### src/design/uvs_pkg.sv
// ----------------------------------------------------------------------------
// uvs_pkg
// Shared widths, register indexes, section codes and the item record that
// travels down the UV-sphere triangle index pipeline.
// ----------------------------------------------------------------------------
package uvs_pkg;

  localparam int TRI_W       = 21;
  localparam int IDX_W       = 21;
  localparam int CFG_W       = 11;
  localparam int CFG_IDX_W   = 2;
  localparam int Q_W         = TRI_W - 1;
  localparam int IN_TDATA_W  = 24;
  localparam int OUT_TDATA_W = 64;

  localparam int SLICE_RESET = 20;
  localparam int STACK_RESET = 20;
  localparam int SLICE_LOW   = 3;
  localparam int STACK_LOW   = 2;

  localparam logic [CFG_IDX_W-1:0] REG_SLICE_COUNT = 2'd0;
  localparam logic [CFG_IDX_W-1:0] REG_STACK_COUNT = 2'd1;

  typedef enum logic [1:0] {
    SEC_TOP,
    SEC_INNER,
    SEC_BOTTOM,
    SEC_OOR
  } section_t;

  typedef logic [IDX_W-1:0] index_t;

  typedef struct packed {
    section_t section;
    logic     odd;
    index_t   a;
    index_t   b;
    index_t   c;
  } item_t;

endpackage

### src/design/uvs_cfg.sv
// ----------------------------------------------------------------------------
// uvs_cfg
// Slice and stack count registers with saturating writes.
// ----------------------------------------------------------------------------
module uvs_cfg #(
  parameter int MAX_SLICES = 1024,
  parameter int MAX_STACKS = 1024,
  parameter int SW         = 11,
  parameter int NW         = 11
) (
  input  logic                          clk,
  input  logic                          rst,
  input  logic                          cfg_valid,
  output logic                          cfg_ready,
  input  logic [uvs_pkg::CFG_IDX_W-1:0] cfg_index,
  input  logic [uvs_pkg::CFG_W-1:0]     cfg_data,
  output logic [SW-1:0]                 slice_count,
  output logic [NW-1:0]                 stack_count
);

  logic [SW-1:0] slice_next;
  logic [NW-1:0] stack_next;
  logic [31:0]   wide_data;

  assign cfg_ready = 1'b1;
  assign wide_data = 32'(cfg_data);

  always_comb begin
    if (wide_data < 32'(uvs_pkg::SLICE_LOW)) begin
      slice_next = SW'(uvs_pkg::SLICE_LOW);
    end else if (wide_data > 32'(MAX_SLICES)) begin
      slice_next = SW'(MAX_SLICES);
    end else begin
      slice_next = SW'(cfg_data);
    end
    if (wide_data < 32'(uvs_pkg::STACK_LOW)) begin
      stack_next = NW'(uvs_pkg::STACK_LOW);
    end else if (wide_data > 32'(MAX_STACKS)) begin
      stack_next = NW'(MAX_STACKS);
    end else begin
      stack_next = NW'(cfg_data);
    end
  end

  always_ff @(posedge clk) begin
    if (rst) begin
      slice_count <= SW'(uvs_pkg::SLICE_RESET);
      stack_count <= NW'(uvs_pkg::STACK_RESET);
    end else if (cfg_valid) begin
      case (cfg_index)
        uvs_pkg::REG_SLICE_COUNT: slice_count <= slice_next;
        uvs_pkg::REG_STACK_COUNT: stack_count <= stack_next;
        default: ;
      endcase
    end
  end

`ifndef SYNTH
  a_counts_floor: assert property (@(posedge clk) disable iff (rst)
    slice_count >= SW'(uvs_pkg::SLICE_LOW) && stack_count >= NW'(uvs_pkg::STACK_LOW))
    else $error("uvs_cfg: count below its floor");
`endif

endmodule

### src/design/uvs_front.sv
// ----------------------------------------------------------------------------
// uvs_front
// Two stages: capture the triangle number with the S*(N-1) product, then
// sort it into top cap, inner stacks, bottom cap or out of range and form
// the cap indices and the quad number for the divider.
// ----------------------------------------------------------------------------
module uvs_front #(
  parameter int SW = 11,
  parameter int NW = 11
) (
  input  logic                      clk,
  input  logic                      rst,
  input  logic                      in_valid,
  output logic                      in_ready,
  input  logic [uvs_pkg::TRI_W-1:0] in_tri,
  input  logic [SW-1:0]             slice_count,
  input  logic [NW-1:0]             stack_count,
  output logic                      out_valid,
  input  logic                      out_ready,
  output uvs_pkg::item_t            out_item,
  output logic [uvs_pkg::Q_W-1:0]   out_q
);

  localparam int PW = SW + NW;
  localparam int AW = ((PW + 1 > uvs_pkg::TRI_W) ? PW + 1 : uvs_pkg::TRI_W) + 1;

  logic                      v1;
  logic [uvs_pkg::TRI_W-1:0] t1;
  logic [PW-1:0]             sn1;
  logic                      en1;
  logic                      en2;

  logic [AW-1:0]             total;
  logic [AW-1:0]             t_w;
  logic [AW-1:0]             s_w;
  logic [AW-1:0]             n_w;
  logic [AW-1:0]             sn_w;
  logic [uvs_pkg::TRI_W-1:0] u;
  uvs_pkg::item_t            item_next;

  assign en2      = !out_valid || out_ready;
  assign en1      = !v1 || en2;
  assign in_ready = en1;

  always_ff @(posedge clk) begin
    if (rst) begin
      v1 <= 1'b0;
    end else if (en1) begin
      v1 <= in_valid;
    end
  end

  always_ff @(posedge clk) begin
    if (en1) begin
      t1  <= in_tri;
      sn1 <= PW'(slice_count) * PW'(stack_count - NW'(1));
    end
  end

  assign total = AW'({sn1, 1'b0});
  assign t_w   = AW'(t1);
  assign s_w   = AW'(slice_count);
  assign n_w   = AW'(stack_count);
  assign sn_w  = AW'(sn1);
  assign u     = t1 - uvs_pkg::TRI_W'(slice_count);

  always_comb begin
    item_next.odd = u[0];
    item_next.a   = '0;
    item_next.b   = '0;
    item_next.c   = '0;
    if (t_w >= total) begin
      item_next.section = uvs_pkg::SEC_OOR;
    end else if (t_w < s_w) begin
      item_next.section = uvs_pkg::SEC_TOP;
      item_next.b       = uvs_pkg::IDX_W'(t_w + AW'(2));
      item_next.c       = uvs_pkg::IDX_W'(t_w + AW'(1));
    end else if (t_w < total - s_w) begin
      item_next.section = uvs_pkg::SEC_INNER;
    end else begin
      item_next.section = uvs_pkg::SEC_BOTTOM;
      item_next.a       = uvs_pkg::IDX_W'(sn_w + n_w);
      item_next.b       = uvs_pkg::IDX_W'(t_w + n_w - AW'(1) - sn_w);
      item_next.c       = uvs_pkg::IDX_W'(t_w + n_w - sn_w);
    end
  end

  always_ff @(posedge clk) begin
    if (rst) begin
      out_valid <= 1'b0;
    end else if (en2) begin
      out_valid <= v1;
    end
  end

  always_ff @(posedge clk) begin
    if (en2) begin
      out_item <= item_next;
      out_q    <= u[uvs_pkg::TRI_W-1:1];
    end
  end

endmodule

### src/design/uvs_div_stage.sv
// ----------------------------------------------------------------------------
// uvs_div_stage
// One stage of the restoring divider that splits the quad number into
// ring and column: resolves quotient bits HI down to HI-NB+1.
// ----------------------------------------------------------------------------
module uvs_div_stage #(
  parameter int SW = 11,
  parameter int QW = 10,
  parameter int HI = 9,
  parameter int NB = 2
) (
  input  logic                    clk,
  input  logic                    rst,
  input  logic                    in_valid,
  output logic                    in_ready,
  input  uvs_pkg::item_t          in_item,
  input  logic [uvs_pkg::Q_W-1:0] in_rem,
  input  logic [QW-1:0]           in_quo,
  input  logic [SW-1:0]           slice_count,
  output logic                    out_valid,
  input  logic                    out_ready,
  output uvs_pkg::item_t          out_item,
  output logic [uvs_pkg::Q_W-1:0] out_rem,
  output logic [QW-1:0]           out_quo
);

  localparam int EW = ((uvs_pkg::Q_W > SW + QW) ? uvs_pkg::Q_W : SW + QW) + 1;
  localparam int LO = HI - NB + 1;

  logic          en;
  logic [EW-1:0] rem_w;
  logic [QW-1:0] quo_w;

  assign en       = !out_valid || out_ready;
  assign in_ready = en;

  always_comb begin
    logic [EW-1:0] d;
    rem_w = EW'(in_rem);
    quo_w = in_quo;
    for (int k = 0; k < NB; k++) begin
      d = EW'(slice_count) << (HI - k);
      if (rem_w >= d) begin
        rem_w         = rem_w - d;
        quo_w[HI - k] = 1'b1;
      end
    end
  end

  always_ff @(posedge clk) begin
    if (rst) begin
      out_valid <= 1'b0;
    end else if (en) begin
      out_valid <= in_valid;
    end
  end

  always_ff @(posedge clk) begin
    if (en) begin
      out_item <= in_item;
      out_rem  <= uvs_pkg::Q_W'(rem_w);
      out_quo  <= quo_w;
    end
  end

`ifndef SYNTH
  a_rem_bound: assert property (@(posedge clk) disable iff (rst)
    out_valid && out_item.section == uvs_pkg::SEC_INNER
      |-> EW'(out_rem) < (EW'(slice_count) << LO))
    else $error("uvs_div_stage: partial remainder out of bound");
`endif

endmodule

### src/design/uvs_back.sv
// ----------------------------------------------------------------------------
// uvs_back
// Two stages: ring times row pitch, then the quad corners and the pick of
// the triangle, held in the output register.
// ----------------------------------------------------------------------------
module uvs_back #(
  parameter int SW = 11,
  parameter int QW = 10
) (
  input  logic                    clk,
  input  logic                    rst,
  input  logic                    in_valid,
  output logic                    in_ready,
  input  uvs_pkg::item_t          in_item,
  input  logic [uvs_pkg::Q_W-1:0] in_rem,
  input  logic [QW-1:0]           in_quo,
  input  logic [SW-1:0]           slice_count,
  output logic                    out_valid,
  input  logic                    out_ready,
  output uvs_pkg::index_t         index_a,
  output uvs_pkg::index_t         index_b,
  output uvs_pkg::index_t         index_c,
  output logic                    out_of_range
);

  localparam int MW = QW + SW + 1;

  logic            v1;
  uvs_pkg::item_t  item1;
  logic [MW-1:0]   prod1;
  logic [SW-1:0]   col1;
  logic            en1;
  logic            en2;

  uvs_pkg::index_t pitch;
  uvs_pkg::index_t up;
  uvs_pkg::index_t dn;
  uvs_pkg::index_t a_next;
  uvs_pkg::index_t b_next;
  uvs_pkg::index_t c_next;

  assign en2      = !out_valid || out_ready;
  assign en1      = !v1 || en2;
  assign in_ready = en1;

  always_ff @(posedge clk) begin
    if (rst) begin
      v1 <= 1'b0;
    end else if (en1) begin
      v1 <= in_valid;
    end
  end

  always_ff @(posedge clk) begin
    if (en1) begin
      item1 <= in_item;
      prod1 <= MW'(in_quo) * (MW'(slice_count) + MW'(1));
      col1  <= in_rem[SW-1:0];
    end
  end

  assign pitch = uvs_pkg::IDX_W'(slice_count) + uvs_pkg::IDX_W'(1);
  assign up    = uvs_pkg::IDX_W'(1) + uvs_pkg::IDX_W'(prod1) + uvs_pkg::IDX_W'(col1);
  assign dn    = up + pitch;

  always_comb begin
    case (item1.section)
      uvs_pkg::SEC_INNER: begin
        if (item1.odd) begin
          a_next = dn;
          b_next = up + uvs_pkg::IDX_W'(1);
          c_next = dn + uvs_pkg::IDX_W'(1);
        end else begin
          a_next = up;
          b_next = up + uvs_pkg::IDX_W'(1);
          c_next = dn;
        end
      end
      default: begin
        a_next = item1.a;
        b_next = item1.b;
        c_next = item1.c;
      end
    endcase
  end

  always_ff @(posedge clk) begin
    if (rst) begin
      out_valid <= 1'b0;
    end else if (en2) begin
      out_valid <= v1;
    end
  end

  always_ff @(posedge clk) begin
    if (en2) begin
      index_a      <= a_next;
      index_b      <= b_next;
      index_c      <= c_next;
      out_of_range <= (item1.section == uvs_pkg::SEC_OOR);
    end
  end

`ifndef SYNTH
  a_oor_zero: assert property (@(posedge clk) disable iff (rst)
    out_valid && out_of_range |-> index_a == '0 && index_b == '0 && index_c == '0)
    else $error("uvs_back: out of range word carries nonzero indices");
  a_distinct: assert property (@(posedge clk) disable iff (rst)
    out_valid && !out_of_range |-> index_a != index_c && index_b != index_c)
    else $error("uvs_back: degenerate triangle");
`endif

endmodule

### src/design/uv_sphere_triangle_indices.sv
// Throughput: one word per clock while m_axis_tready is high; the
//   ring/column divider resolves up to two quotient bits per pipeline
//   stage, which sets the depth.
// Reset: slice_count and stack_count return to 20, all stages empty.
// ----------------------------------------------------------------------------
// uv_sphere_triangle_indices
// Maps a triangle number of a latitude-longitude sphere to its three vertex
// indices, with an out-of-range flag past the last triangle.
// ----------------------------------------------------------------------------
module uv_sphere_triangle_indices #(
  parameter int MAX_SLICES = 1024,
  parameter int MAX_STACKS = 1024
) (
  input  logic                            clk,
  input  logic                            rst,
  input  logic                            s_axis_tvalid,
  output logic                            s_axis_tready,
  // [20:0] triangle_number
  input  logic [uvs_pkg::IN_TDATA_W-1:0]  s_axis_tdata,
  output logic                            m_axis_tvalid,
  input  logic                            m_axis_tready,
  // [20:0] index_a, [41:21] index_b, [62:42] index_c
  output logic [uvs_pkg::OUT_TDATA_W-1:0] m_axis_tdata,
  // [0] out_of_range
  output logic                            m_axis_tuser,
  input  logic                            cfg_valid,
  output logic                            cfg_ready,
  input  logic [uvs_pkg::CFG_IDX_W-1:0]   cfg_index,
  input  logic [uvs_pkg::CFG_W-1:0]       cfg_data
);

  localparam int SW  = $clog2(((MAX_SLICES > uvs_pkg::SLICE_RESET) ?
                                MAX_SLICES : uvs_pkg::SLICE_RESET) + 1);
  localparam int NW  = $clog2(((MAX_STACKS > uvs_pkg::STACK_RESET) ?
                                MAX_STACKS : uvs_pkg::STACK_RESET) + 1);
  localparam int QW  = $clog2(MAX_STACKS);
  localparam int NDS = (QW + 1) / 2;

  logic [SW-1:0]            slice_count;
  logic [NW-1:0]            stack_count;

  logic                     dv   [NDS+1];
  logic                     drdy [NDS+1];
  uvs_pkg::item_t           ditem[NDS+1];
  logic [uvs_pkg::Q_W-1:0]  drem [NDS+1];
  logic [QW-1:0]            dquo [NDS+1];

  uvs_pkg::index_t          index_a;
  uvs_pkg::index_t          index_b;
  uvs_pkg::index_t          index_c;

  uvs_cfg #(
    .MAX_SLICES (MAX_SLICES),
    .MAX_STACKS (MAX_STACKS),
    .SW         (SW),
    .NW         (NW)
  ) u_cfg (
    .clk         (clk),
    .rst         (rst),
    .cfg_valid   (cfg_valid),
    .cfg_ready   (cfg_ready),
    .cfg_index   (cfg_index),
    .cfg_data    (cfg_data),
    .slice_count (slice_count),
    .stack_count (stack_count)
  );

  uvs_front #(
    .SW (SW),
    .NW (NW)
  ) u_front (
    .clk         (clk),
    .rst         (rst),
    .in_valid    (s_axis_tvalid),
    .in_ready    (s_axis_tready),
    .in_tri      (s_axis_tdata[uvs_pkg::TRI_W-1:0]),
    .slice_count (slice_count),
    .stack_count (stack_count),
    .out_valid   (dv[0]),
    .out_ready   (drdy[0]),
    .out_item    (ditem[0]),
    .out_q       (drem[0])
  );

  assign dquo[0] = '0;

  for (genvar g = 0; g < NDS; g++) begin : g_div
    localparam int HI = QW - 1 - 2 * g;
    localparam int NB = (HI >= 1) ? 2 : 1;

    uvs_div_stage #(
      .SW (SW),
      .QW (QW),
      .HI (HI),
      .NB (NB)
    ) u_div (
      .clk         (clk),
      .rst         (rst),
      .in_valid    (dv[g]),
      .in_ready    (drdy[g]),
      .in_item     (ditem[g]),
      .in_rem      (drem[g]),
      .in_quo      (dquo[g]),
      .slice_count (slice_count),
      .out_valid   (dv[g+1]),
      .out_ready   (drdy[g+1]),
      .out_item    (ditem[g+1]),
      .out_rem     (drem[g+1]),
      .out_quo     (dquo[g+1])
    );
  end

  uvs_back #(
    .SW (SW),
    .QW (QW)
  ) u_back (
    .clk          (clk),
    .rst          (rst),
    .in_valid     (dv[NDS]),
    .in_ready     (drdy[NDS]),
    .in_item      (ditem[NDS]),
    .in_rem       (drem[NDS]),
    .in_quo       (dquo[NDS]),
    .slice_count  (slice_count),
    .out_valid    (m_axis_tvalid),
    .out_ready    (m_axis_tready),
    .index_a      (index_a),
    .index_b      (index_b),
    .index_c      (index_c),
    .out_of_range (m_axis_tuser)
  );

  assign m_axis_tdata = {1'b0, index_c, index_b, index_a};

endmodule
### config.mk
export PLATFORM = sky130hd
export DESIGN_NAME = uv_sphere_triangle_indices
export DESIGN_NICKNAME = d
export VERILOG_FILES = /design/src/design/uvs_pkg.sv /design/src/design/uvs_cfg.sv /design/src/design/uvs_front.sv /design/src/design/uvs_div_stage.sv /design/src/design/uvs_back.sv /design/src/design/uv_sphere_triangle_indices.sv
export SDC_FILE = /design/constraint.sdc
export NUM_CORES = 2
export LEC_CHECK = 0
export CAP_MARGIN = 20
export CORE_UTILIZATION = 55
export DETAILED_ROUTE_END_ITERATION = 10
export DONT_BUFFER_PORTS = 1
export GPL_ROUTABILITY_DRIVEN = 1
export PLACE_DENSITY = 0.83
export SYNTH_ARGS = -nofsm -noshare
export SYNTH_HDL_FRONTEND = slang
export SYNTH_SLANG_ARGS = --single-unit
### constraint.sdc
create_clock -name clk -period 7 [get_ports clk]
set_input_delay 0.7 -clock clk [delete_from_list [all_inputs] [get_ports clk]]
set_output_delay 0.7 -clock clk [all_outputs]
set_load 0.005 [all_outputs]
==> flow_summary.yaml <==
power_and_ir_drop:
  peakVddDrop_mv: 0.418
  swShare: 0.387
  seqPwrFrac: 0.334
  comb_power_share: 0.470
  power_frac_clock: 0.196
  netSwitchingPower_mw: 8.54
  p_int_mw: 13.5
  p_per_area_mw_per_mm2: 426
  leakagePower_nw: 21.8
die:
  rows: 107
  io_pins: 110
  dieArea_mm2: 0.0876
  die_h_um: 296
  initial_core_util: 0.557
  coreArea_mm2: 0.0854
  die_w_um: 296
clocking:
  numCtsBuffers: 78
  ctsRootBufferMaster: "clkbuf_16"
  clkTransAtPathRegs_ns: 0.07
  htree_levels: 3
  ctsHoldBuffers: 0
  clk_latency_ns: 0.66
  cts_tree: "done"
  cts.sinks: 773
  clockBufferDepth: 3
yosys:
  yosysTopAreaCell: "edfxtp_1"
  synth_warnings: 0
  synth_most_common_cell: "edfxtp_1"
  async_flop_share: 0
  synth_top_area_frac: 0.469
  synth-seq-cells: 773
  synth.top_cells.by_area: "edfxtp_1, fa_1, ha_1"
  synth.net_count: 4726
  syn_inst: 4132
  synth-edff-count: 742
  syn_avg_cell_area_um2: 11.5
  syn_area_mm2: 0.0475
  synthFlopType: "edfxtp_1"
  yosysSeqAreaShare: 0.482
  synthTopCellsByCount: "edfxtp_1, inv_1, ha_1"
  ys_types: 99
global_routing:
  overflow: 0
  grtUsageMet2: 0.444
  grtUsageMet3: 0.0401
  grt_pass1_wl_um: 174000
  met1_usage: 0.319
  globalRoute.busiestLayer: "met2"
  first_global_vias: 31700
  antenna_found_initial: 0
  grt_max_degree: 95
  grt_util_all_layers: 0.259
detailed_routing:
  num_vias: 31900
  dr.pass1.iters: 7
  first_iter_violations: 2783
  finalWirelength_um: 112000
  wire_per_inst_um: 20.9
  avgViaCountPerCell: 5.93
  drc_errors: 0
  antenna_left: 0
sta:
  fmax_ghz: 0.147
  hold_viol_final: 0
  max-slew-margin-rel: 0.223
  slew_violations: 0
  setup_viol: 0
  fin_crit_ns: 6.81
  worst_pin_slew_ns: 1.15
  finalCritPeriodShare: 0.972
  rsz0062_at_grt: "true"
  fin_skew_ns: 0.0456
  finalSetupTns_ns: 0
layout:
  stdcell_area_mm2: 0.0517
  final_nets: 4757
  fillCellCount: 6383
  area_growth_pct: 8.76
  drive_gt1_frac: 0.0736
  num_antenna_cells: 0
critical_path:
  cp.required_ns: 7.39
  end_kind: "flip-flop"
  cp.arrival_ns: 7.19
  cp-start-kind: "flip-flop"
  path_class: "reg -> reg"
  crit_fanout: 10
place:
  place_congestion: 0.966
  io_buffers: 0
  place_area_mm2: 0.0490
  hpwl_um: 80400
hold_path:
  hold_path.class: "in -> reg"
run:
  drv_cap: 0
outcome:
  outcome: "finished clean"
[layout by cell type (no fill, tap or decap), drive strengths merged, types with 27 or more instances in the layout]
master  Yosys  layout
edfxtp    742     742
inv       394     397
ha        336     336
nand2     322     322
nor2      315     315
xnor2     239     239
fa        216     216
a21oi     214     214
o21ai     195     195
xor2      116     116
clkbuf     91      95
and2       84      84
a21o       78      78
nand3      71      71
buf        25      67
nor2b      61      61
nor3       57      57
mux2       55      55
nand2b     45      45
nand4      41      41
clkinv      5      33
dfxtp      31      31
and3       29      29
o21a       27      27
[worst max-delay path, stage by stage, from the launching register on]
cell and delay, ns:
dfxtp_1 0.66, clkinv_1 0.20, xnor2_1 0.72, buf_4 0.30
nand2_1 0.08, fa_1 0.50, inv_1 0.05, fa_1 0.45
ha_1 0.29, inv_1 0.05, fa_1 0.53, inv_1 0.06
fa_1 0.47, ha_1 0.34, inv_1 0.06, o21bai_1 0.07
a21oi_1 0.23, o21a_1 0.25, o211ai_1 0.12, a31oi_1 0.37
nor2b_1 0.10, o21a_1 0.21, o41ai_2 0.29, xnor2_1 0.14
[final timing paths]
kind,from,to,slack [ns],depth (start not counted)
min,rst,g_div[3].u_div.out_valid,0.14,1
min reg2reg,g_div[2].u_div.out_item[64],g_div[3].u_div.out_item[64],0.39,0
max reg2reg,u_cfg.slice_count[5],u_back.prod1[20],0.19,23
max,u_cfg.slice_count[5],u_back.prod1[20],0.19,23
[final cells by class]
cell class / count / area (µm²) / area share
Clock inverter: 47 / 608 / 0.0118
Sequential cell: 773 / 22900 / 0.443
Timing Repair Buffer: 67 / 507 / 0.00980
Inverter: 399 / 1500 / 0.0290
Multi-Input combinational cell: 2844 / 22700 / 0.439
Clock buffer: 95 / 2050 / 0.0397
Tap cell: 1144 / 1430 / 0.0277
[registers in the layout, indices dropped and copies added (netlist names), 20 cells and up]
register and cells:
u_back.index_c 21, g_div.u_div.out_quo 30, u_front.out_item 66, u_front.out_q 20
u_back.item1 66, u_back.prod1 21, u_front.t1 21, g_div.u_div.out_item 330
u_back.index_a 21, g_div.u_div.out_rem 91, u_back.index_b 21, u_front.sn1 22
[routing by layer]
layer	routed length, µm	up-vias	share of wire
met5	0	-	0
met4	5750	0	0.051
met3	8290	337	0.074
met2	54900	1439	0.49
met1	43500	15500	0.39
li1	-	14600	-
[metrics by stage]
stage	instances	util	setup WS, ns	hold WS, ns	total power [mW]
finish	5369	0.605	0.195	0.141	22.1
global route	5369	0.605	-0.118	0.106	23.4
CTS	5368	0.605	0.184	0.0914	22.0
detailed placement	5226	0.574	0.318	0.405	17.5
global placement	5226	0.574	0.481	0.400	17.1
floorplan	4132	-	0.222	0.400	15.0
[timing repair]
action | CTS | global route
gates resized for setup | 0 | 8
buffers inserted | 0 | 1
setup endpoints to repair | 0 | 13
[power by group through the flow]
stage	combinational, mW	sequential, mW	clock (mW)
finish	10.4	7.37	4.31
global route	11.4	7.47	4.52
CTS	10.2	7.37	4.37
detailed placement	10.1	7.42	0
global placement	9.78	7.34	0
floorplan	7.90	7.12	0
[kinds of logic after synthesis]
group,after synthesis,share of synthesized area
AOI/OAI and AO/OA,715,0.0952
buffers and inverters,515,0.0425
and+or+nand+nor,1143,0.118
other,2,0.000158
muxes,76,0.0175
DFF,773,0.482
xor gates and xnor gates,355,0.0655
adders and majority gates,553,0.180
(Power assumes the default switching activity.)
